## src/kwl_pkg.sv

```systemverilog
`timescale 1ns / 1ps

package kwl_pkg;

    // Width of the hold and pulse timers (8 to 32).
    localparam int TIMER_BITS = 16;

    typedef logic [TIMER_BITS-1:0] timer_t;

    // Configuration register indexes.
    localparam logic [2:0] CFG_KNOCK_THRESHOLDS = 3'd0;
    localparam logic [2:0] CFG_PULSE_PERIODS    = 3'd1;
    localparam logic [2:0] CFG_HOLD_TIME        = 3'd2;
    localparam logic [2:0] CFG_LOAD_FLOOR       = 3'd3;
    localparam logic [2:0] CFG_THROTTLE_FLOOR   = 3'd4;
    localparam logic [2:0] CFG_DROP_ON_IDLE     = 3'd5;

    // Bit positions of the hysteresis flags.
    localparam int FLAG_ONE   = 0;
    localparam int FLAG_TWO   = 1;
    localparam int FLAG_THREE = 2;

    // Warning level codes.
    localparam logic [1:0] LEVEL_NONE  = 2'd0;
    localparam logic [1:0] LEVEL_ONE   = 2'd1;
    localparam logic [1:0] LEVEL_TWO   = 2'd2;
    localparam logic [1:0] LEVEL_THREE = 2'd3;

    typedef struct packed {
        logic [47:0] knock_thresholds;
        logic [47:0] pulse_periods;
        logic [15:0] hold_time;
        logic [15:0] load_floor;
        logic [15:0] throttle_floor;
        logic        drop_on_idle;
    } cfg_t;

    typedef struct packed {
        logic [2:0] level_flags;
        logic [1:0] latched_level;
        timer_t     hold_timer;
        timer_t     pulse_timer;
    } state_t;

endpackage

```

## src/kwl_if.sv

```systemverilog
`timescale 1ns / 1ps

// Evaluation tick channel.
interface kwl_in_if;
    logic        valid;
    logic        ready;
    logic [15:0] knock_level;
    logic [15:0] engine_load;
    logic [15:0] throttle;
    logic        not_running;
    logic        decay_tick;

    modport source (
        output valid, knock_level, engine_load, throttle, not_running, decay_tick,
        input  ready
    );
    modport sink (
        input  valid, knock_level, engine_load, throttle, not_running, decay_tick,
        output ready
    );
endinterface

// Lamp result channel.
interface kwl_out_if;
    logic       valid;
    logic       ready;
    logic       toggle_lamp;
    logic [1:0] warning_level;

    modport source (
        output valid, toggle_lamp, warning_level,
        input  ready
    );
    modport sink (
        input  valid, toggle_lamp, warning_level,
        output ready
    );
endinterface

```

## src/kwl_eval.sv

```systemverilog
`timescale 1ns / 1ps

module kwl_eval (
    input  kwl_pkg::cfg_t   cfg,
    input  kwl_pkg::state_t state,
    input  logic [15:0]     knock_level,
    input  logic [15:0]     engine_load,
    input  logic [15:0]     throttle,
    input  logic            not_running,
    input  logic            decay_tick,
    output kwl_pkg::state_t state_next,
    output logic            toggle_lamp
);
    import kwl_pkg::*;

    timer_t     hold_dec;
    timer_t     pulse_dec;
    state_t     base;
    logic [2:0] flags_new;
    logic       rising;
    logic       idle;
    logic [1:0] level_pick;
    logic [1:0] level_new;
    timer_t     hold_new;
    timer_t     pulse_new;
    timer_t     period;
    logic       toggle;

    // Decay both timers, saturating at zero.
    assign hold_dec  = (decay_tick && state.hold_timer != '0)
                       ? state.hold_timer - timer_t'(1) : state.hold_timer;
    assign pulse_dec = (decay_tick && state.pulse_timer != '0)
                       ? state.pulse_timer - timer_t'(1) : state.pulse_timer;

    // A stopped engine clears everything before evaluation.
    always_comb
    begin
        if (not_running)
        begin
            base = '0;
        end
        else
        begin
            base.level_flags   = state.level_flags;
            base.latched_level = state.latched_level;
            base.hold_timer    = hold_dec;
            base.pulse_timer   = pulse_dec;
        end
    end

    // Hysteresis per level: set above the high byte, clear below the low byte.
    always_comb
    begin
        for (int k = 0; k < 3; k++)
        begin
            if (knock_level > {8'd0, cfg.knock_thresholds[16*k+8 +: 8]})
                flags_new[k] = 1'b1;
            else if (knock_level < {8'd0, cfg.knock_thresholds[16*k +: 8]})
                flags_new[k] = 1'b0;
            else
                flags_new[k] = base.level_flags[k];
        end
    end

    // Rising is measured against the flags at the start of the tick.
    assign rising = |(flags_new & ~state.level_flags);
    assign idle   = (engine_load < cfg.load_floor) && (throttle < cfg.throttle_floor);

    // Highest flag that is set gives the level.
    always_comb
    begin
        if (flags_new[FLAG_THREE])
            level_pick = LEVEL_THREE;
        else if (flags_new[FLAG_TWO])
            level_pick = LEVEL_TWO;
        else if (flags_new[FLAG_ONE])
            level_pick = LEVEL_ONE;
        else
            level_pick = LEVEL_NONE;
    end

    // Level and hold timer update.
    always_comb
    begin
        level_new = base.latched_level;
        hold_new  = base.hold_timer;
        if (idle)
        begin
            if (cfg.drop_on_idle)
            begin
                hold_new  = '0;
                level_new = LEVEL_NONE;
            end
            else if (base.hold_timer == '0)
            begin
                level_new = LEVEL_NONE;
            end
        end
        else if (base.hold_timer == '0 || rising)
        begin
            level_new = level_pick;
            if (level_pick != LEVEL_NONE)
                hold_new = timer_t'(cfg.hold_time);
        end
    end

    // Flash period of the latched level, cut to the timer width.
    always_comb
    begin
        unique case (level_new)
            LEVEL_ONE:   period = timer_t'(cfg.pulse_periods[15:0]);
            LEVEL_TWO:   period = timer_t'(cfg.pulse_periods[31:16]);
            LEVEL_THREE: period = timer_t'(cfg.pulse_periods[47:32]);
            default:     period = '0;
        endcase
    end

    // Pulse timer reload and lamp toggle.
    always_comb
    begin
        pulse_new = '0;
        toggle    = 1'b0;
        if (level_new != LEVEL_NONE)
        begin
            pulse_new = (base.pulse_timer == '0 || rising) ? period : base.pulse_timer;
            toggle    = (pulse_new >= (period >> 1));
        end
    end

    assign state_next.level_flags   = flags_new;
    assign state_next.latched_level = level_new;
    assign state_next.hold_timer    = hold_new;
    assign state_next.pulse_timer   = pulse_new;
    assign toggle_lamp              = toggle;

endmodule

```

## src/knock_warning_lamp_flasher.sv

```systemverilog
`timescale 1ns / 1ps

// Knock warning lamp flasher.
// The tick channel carries one engine evaluation tick per word: knock sum,
// load, throttle, a not-running flag and a decay tick. The result channel
// returns one word per tick: a lamp toggle request and the latched level.
// Configuration is written through cfg_we, cfg_index and cfg_wdata; the user
// must do so only while no tick is in flight; the block does not enforce it.
// Indexes beyond the register list are ignored. Latency: a result is valid on
// the cycle after its tick is accepted. Throughput: one tick per cycle. The
// whole evaluation is one pass of compare and load logic from the state
// registers and the incoming word into the state and result registers, so
// the state feedback loop holds no other register.
// When the receiver stalls, the result register holds its word and the tick
// channel takes a new word only in the cycle the held word is taken.
// Reset clears the configuration, the flags, the level and both timers, and
// empties the result register.
module knock_warning_lamp_flasher (
    input  logic             clk,
    input  logic             rst_n,
    input  logic             cfg_we,
    input  logic [2:0]       cfg_index,
    input  logic [47:0]      cfg_wdata,
    kwl_in_if.sink           tick,
    kwl_out_if.source        result
);
    import kwl_pkg::*;

    cfg_t       cfg_reg;
    state_t     state_reg;
    state_t     state_next;
    logic       toggle_next;
    logic       out_valid_reg;
    logic       toggle_reg;
    logic [1:0] level_reg;
    logic       accept;

    // Configuration register writes.
    always_ff @(posedge clk or negedge rst_n)
    begin
        if (!rst_n)
        begin
            cfg_reg <= '0;
        end
        else if (cfg_we)
        begin
            unique case (cfg_index)
                CFG_KNOCK_THRESHOLDS: cfg_reg.knock_thresholds <= cfg_wdata;
                CFG_PULSE_PERIODS:    cfg_reg.pulse_periods    <= cfg_wdata;
                CFG_HOLD_TIME:        cfg_reg.hold_time        <= cfg_wdata[15:0];
                CFG_LOAD_FLOOR:       cfg_reg.load_floor       <= cfg_wdata[15:0];
                CFG_THROTTLE_FLOOR:   cfg_reg.throttle_floor   <= cfg_wdata[15:0];
                CFG_DROP_ON_IDLE:     cfg_reg.drop_on_idle     <= cfg_wdata[0];
                default:              cfg_reg                  <= cfg_reg;
            endcase
        end
    end

    // A word is taken when the result register is empty or being emptied.
    assign tick.ready = !out_valid_reg || result.ready;
    assign accept     = tick.valid && tick.ready;

    kwl_eval u_eval (
        .cfg         (cfg_reg),
        .state       (state_reg),
        .knock_level (tick.knock_level),
        .engine_load (tick.engine_load),
        .throttle    (tick.throttle),
        .not_running (tick.not_running),
        .decay_tick  (tick.decay_tick),
        .state_next  (state_next),
        .toggle_lamp (toggle_next)
    );

    // State registers advance once per accepted word.
    always_ff @(posedge clk or negedge rst_n)
    begin
        if (!rst_n)
        begin
            state_reg <= '0;
        end
        else if (accept)
        begin
            state_reg <= state_next;
        end
    end

    // Result register valid flag.
    always_ff @(posedge clk or negedge rst_n)
    begin
        if (!rst_n)
        begin
            out_valid_reg <= 1'b0;
        end
        else if (accept)
        begin
            out_valid_reg <= 1'b1;
        end
        else if (result.ready)
        begin
            out_valid_reg <= 1'b0;
        end
    end

    // Result payload.
    always_ff @(posedge clk)
    begin
        if (accept)
        begin
            toggle_reg <= toggle_next;
            level_reg  <= state_next.latched_level;
        end
    end

    assign result.valid         = out_valid_reg;
    assign result.toggle_lamp   = toggle_reg;
    assign result.warning_level = level_reg;

    // The pulse timer is idle whenever no level is latched.
    assert property (@(posedge clk) disable iff (!rst_n)
        state_reg.latched_level == LEVEL_NONE |-> state_reg.pulse_timer == '0)
        else $error("pulse timer running with no latched level");

    // The word on offer reports the level now held in the state.
    assert property (@(posedge clk) disable iff (!rst_n)
        result.valid |-> result.warning_level == state_reg.latched_level)
        else $error("result level differs from latched level");

    // The lamp is only toggled while a level is latched.
    assert property (@(posedge clk) disable iff (!rst_n)
        result.valid && result.toggle_lamp |-> result.warning_level != LEVEL_NONE)
        else $error("lamp toggle with no warning level");

    // State moves only on an accepted word.
    assert property (@(posedge clk) disable iff (!rst_n)
        !accept |=> $stable(state_reg))
        else $error("state changed without an accepted word");

endmodule

```

## src/flat_wrapper.sv

```systemverilog
// flat-port wrapper written by rule: the top's interface ports become plain ports
module knock_warning_lamp_flasher_flat import kwl_pkg::*;
  (clk, rst_n, cfg_we, cfg_index, cfg_wdata, tick_valid, tick_knock_level, tick_engine_load, tick_throttle, tick_not_running, tick_decay_tick, tick_ready, result_valid, result_toggle_lamp, result_warning_level, result_ready);
  kwl_in_if tick_i ();
  kwl_out_if result_i ();
  input  logic clk;
  input  logic rst_n;
  input  logic cfg_we;
  input  logic [2:0] cfg_index;
  input  logic [47:0] cfg_wdata;
  input wire logic [$bits(tick_i.valid)-1:0] tick_valid;
  input wire logic [$bits(tick_i.knock_level)-1:0] tick_knock_level;
  input wire logic [$bits(tick_i.engine_load)-1:0] tick_engine_load;
  input wire logic [$bits(tick_i.throttle)-1:0] tick_throttle;
  input wire logic [$bits(tick_i.not_running)-1:0] tick_not_running;
  input wire logic [$bits(tick_i.decay_tick)-1:0] tick_decay_tick;
  output wire logic [$bits(tick_i.ready)-1:0] tick_ready;
  output wire logic [$bits(result_i.valid)-1:0] result_valid;
  output wire logic [$bits(result_i.toggle_lamp)-1:0] result_toggle_lamp;
  output wire logic [$bits(result_i.warning_level)-1:0] result_warning_level;
  input wire logic [$bits(result_i.ready)-1:0] result_ready;
  assign tick_i.valid = tick_valid;
  assign tick_i.knock_level = tick_knock_level;
  assign tick_i.engine_load = tick_engine_load;
  assign tick_i.throttle = tick_throttle;
  assign tick_i.not_running = tick_not_running;
  assign tick_i.decay_tick = tick_decay_tick;
  assign tick_ready = tick_i.ready;
  assign result_valid = result_i.valid;
  assign result_toggle_lamp = result_i.toggle_lamp;
  assign result_warning_level = result_i.warning_level;
  assign result_i.ready = result_ready;
  knock_warning_lamp_flasher u_core (.clk(clk), .rst_n(rst_n), .cfg_we(cfg_we), .cfg_index(cfg_index), .cfg_wdata(cfg_wdata), .tick(tick_i), .result(result_i));
endmodule
```

## config.mk

```make
export PLATFORM = sky130hd
export DESIGN_NAME = knock_warning_lamp_flasher_flat
export DESIGN_NICKNAME = d
export VERILOG_FILES = /design/src/kwl_pkg.sv /design/src/kwl_if.sv /design/src/kwl_eval.sv /design/src/knock_warning_lamp_flasher.sv /design/src/flat_wrapper.sv
export SDC_FILE = /design/constraint.sdc
export NUM_CORES = 1
export LEC_CHECK = 0
export BUFFER_PORTS_ARGS = -buffer_cell sky130_fd_sc_hd__buf_2
export CAP_MARGIN = 20
export CORE_MARGIN = 2
export CORE_UTILIZATION = 56
export CTS_BUF_LIST = sky130_fd_sc_hd__clkbuf_2 sky130_fd_sc_hd__clkbuf_4 sky130_fd_sc_hd__clkbuf_8
export DETAILED_ROUTE_END_ITERATION = 10
export PLACE_DENSITY = 0.76
export SLEW_MARGIN = 15
export SYNTH_ARGS = -nofsm -noshare
export SYNTH_HDL_FRONTEND = slang
export SYNTH_SLANG_ARGS = --single-unit
```

## constraint.sdc

```tcl
create_clock -name clk -period 5.9 [get_ports clk]
set_input_delay 1.18 -clock clk [delete_from_list [all_inputs] [get_ports clk]]
set_output_delay 1.18 -clock clk [all_outputs]
set_load 0.005 [all_outputs]
```

==> flow_summary.ini <==
[global_routing]
grtUsageMet3_pct = 4.73
grt.busiest_layer = met2
grt_max_degree = 91
first_global_vias = 9314
grt_use_met2_pct = 47.1
grt_remaining_overflow = 0
antenna_found_initial = 1
use_met1_pct = 39.5
track_usage_pct = 28.9
grt_pass1_wl_um = 48500

[floorplanning]
fp.dieH_um = 145
core_mm2 = 0.0195
die-width_um = 145
start_util_pct = 57.4
pin_count = 111
dieArea_mm2 = 0.0212
num_rows = 51

[route]
ant_nets = 0
route.detailed.drc = 0
drt-pass1-iter-count = 6
vias = 9486
wl_per_cell_um = 19.0
drtIter0Drc = 855
vias_per_cell = 5.96
wirelength_um = 30300

[cells_and_area]
fillers = 1527
design_area_mm2 = 0.0131
final_layout_size_suffix_gt1_share_pct = 28.9
diodes = 0
stdcell_count = 1592
final_nets = 1513
area_delta_synth_final_pct = 17.2
largest_reg_flops = 145

[synth]
synth_common_cells = dfrtp_1 (183), nand2_1 (127), o21ai_0 (100)
synth_edf_count = 3
async_reset_ff_share_pct = 98.4
syn_area_mm2 = 0.0112
synth.area.top_cells = dfrtp_1 (41%), ha_1 (10%), mux2_2 (9.1%)
yosysMostFrequentCell = dfrtp_1
synth_ff_type = dfrtp_1
yosysSeqAreaShare_pct = 41.7
synth_seq_cells = 186
syn_nets = 1334
netlist_instances = 1135
ys_types = 84
syn_area_per_cell_um2 = 9.88
yosysWarnings = 0
netlist.area_leader.share_pct = 40.8
synth_area_leader_cell = dfrtp_1

[clocking]
clock_latency_ps = 480
cts_sinks = 186
clockRootBuffer = clkbuf_8
numCtsBuffers = 17
cts-hold-fix-buffers = 0
cts_tree = yes
clockBufferDepth = 2
clkTransAtPathRegs_ps = 100
h-tree-depth = 4

[sta]
slew_headroom_pct = 27.1
fin_hold_ws_ps = 502
setup_viol = 0
max_slew.worst_pin.slew_ps = 1090
finalCriticalPeriod_ps = 5710
fmax_mhz = 175
hold_viol = 0
fin_crit_sh_pct = 96.8
finClkSkew_ps = 15.2
finalSetupTns_ps = 0
drv_slew = 0
rsz0062_at_grt = yes

[worst_setup_path]
path_class = in2reg
critPathLaunchType = input port
cp_max_fo = 3
critPathArrivalTime_ps = 5930
cp-end-kind = flip-flop
crit_required_ps = 6120

[pwr]
power.leakage_nw = 6.02
p_total_mw = 4.88
power_density_mw_per_mm2 = 372
peakVddDrop_mv = 0.186

[placement]
dpl_cell_area_mm2 = 0.0126
gp_congestion = 0.906
dp.cells = 1553
dp_hpwl_um = 22900
port-buffer-count = 110

[job]
maxCapViolCount = 0

[min_path]
hold_class = reg2reg

[outcome]
status = finished, final reports clean
==> report_power, final <==
part | switching (mW) | internal (mW) | leakage [nW]
Clock | 0.542 | 0.325 | 0.202
Combinational | 1.13 | 1.02 | 3.57
Sequential | 0.275 | 1.59 | 2.25
==> cell type report <==
cell class,instances,area (um2),share of cell area [%]
Multi-Input combinational cell,805,6060,46.1
Sequential cell,186,4670,35.6
Timing Repair Buffer,209,1320,10.0
Inverter,95,357,2.71
Tap cell,265,332,2.52
Clock buffer,17,234,1.78
Clock inverter,15,171,1.30
==> critical path, stage by stage <==
cell and delay [ps]:
buf_6 70, nand4_1 130, or4_4 550, a2111o_1 460, a2111oi_4 320, buf_4 180, a21boi_2 60, or3_4 390
and2_4 150, mux2_4 300, a221oi_4 270, a21o_1 120, ha_1 220, nand2b_4 130, a21o_1 150, a21o_1 150
a21o_1 140, a21o_1 160, a21oi_2 110, o21ai_1 70, a21oi_1 160, nor2_1 60, o311ai_1 270, a32oi_1 130
==> cell usage in the layout (no fill, tap or decap), drive strengths merged, types with 5 or more instances in the layout <==
| cell type | netlist | layout |
|---|---|---|
| buf | 13 | 208 |
| dfrtp | 183 | 183 |
| nand2 | 127 | 127 |
| o21ai | 107 | 107 |
| inv | 95 | 103 |
| mux2 | 94 | 94 |
| ha | 93 | 93 |
| a21oi | 53 | 53 |
| nor2 | 34 | 34 |
| nand3 | 24 | 24 |
| nor3 | 23 | 23 |
| clkbuf | 36 | 18 |
| mux2i | 18 | 18 |
| nand4 | 17 | 17 |
| a21o | 14 | 14 |
| nor4 | 13 | 13 |
| a211oi | 12 | 12 |
| a31oi | 11 | 11 |
| nand2b | 11 | 11 |
| or4 | 10 | 10 |
| a22oi | 10 | 10 |
| o211ai | 9 | 9 |
| o21a | 9 | 9 |
| a22o | 9 | 9 |
| nor2b | 8 | 8 |
| o221ai | 8 | 8 |
| xnor2 | 6 | 6 |
| o22ai | 6 | 6 |
| and2 | 6 | 6 |
| clkinv | 0 | 6 |
| and4 | 5 | 5 |
| or2 | 5 | 5 |
| xor2 | 5 | 5 |
| nor4b | 5 | 5 |
| or3 | 5 | 5 |
==> worst paths after layout <==
check / start / end / slack (ps) / cells after the start
min reg2reg: u_core.state_reg[33] / u_core.state_reg[33] / 500 / 2
max reg2reg: u_core.state_reg[16] / u_core.result.toggle_lamp / 240 / 26
max in group asynchronous: rst_n / u_core.state_reg[20] / 3950 / 2
min in group asynchronous: rst_n / u_core.cfg_reg[11] / 650 / 1
min: u_core.state_reg[33] / u_core.state_reg[33] / 500 / 2
max: tick_decay_tick / u_core.result.toggle_lamp / 190 / 24
==> cell families (layout without fill, tap and decap cells) <==
kind of cell             after synthesis  in the layout  synth area share [%]
AND/OR/NAND/NOR                      302            302                  13.8
AO/OA/AOI/OAI                        287            287                  16.9
flip-flops                           186            186                  41.7
buffers and inverters                144            336                  5.13
multiplexers                         112            112                  11.2
adder cells (fa/ha/maj)               93             93                  10.4
XOR/XNOR                              11             11                 0.859
==> per-layer routing <==
metal	part of all wire, %	vias up
li1	-	4472
met1	44	4584
met2	47	365
met3	6.1	65
met4	2.7	0
met5	0	-
==> what timing repair did <==
item                                   4_1_cts  5_1_grt
endpoints found under the hold margin        0        0
gates resized for setup                      0       25
setup endpoints to repair                    0        1
setup buffers                                0        7
==> stage by stage <==
step | setup WS (ps) | utilization [%]
CTS | 7.91 | 66.6
global placement | -368 | 64.5
floorplan | -99.0 | -
detailed placement | -469 | 64.5
global route | -25.1 | 67.3
finish | 189 | 67.3
No activity file was read; power rests on OpenSTA's default activity.
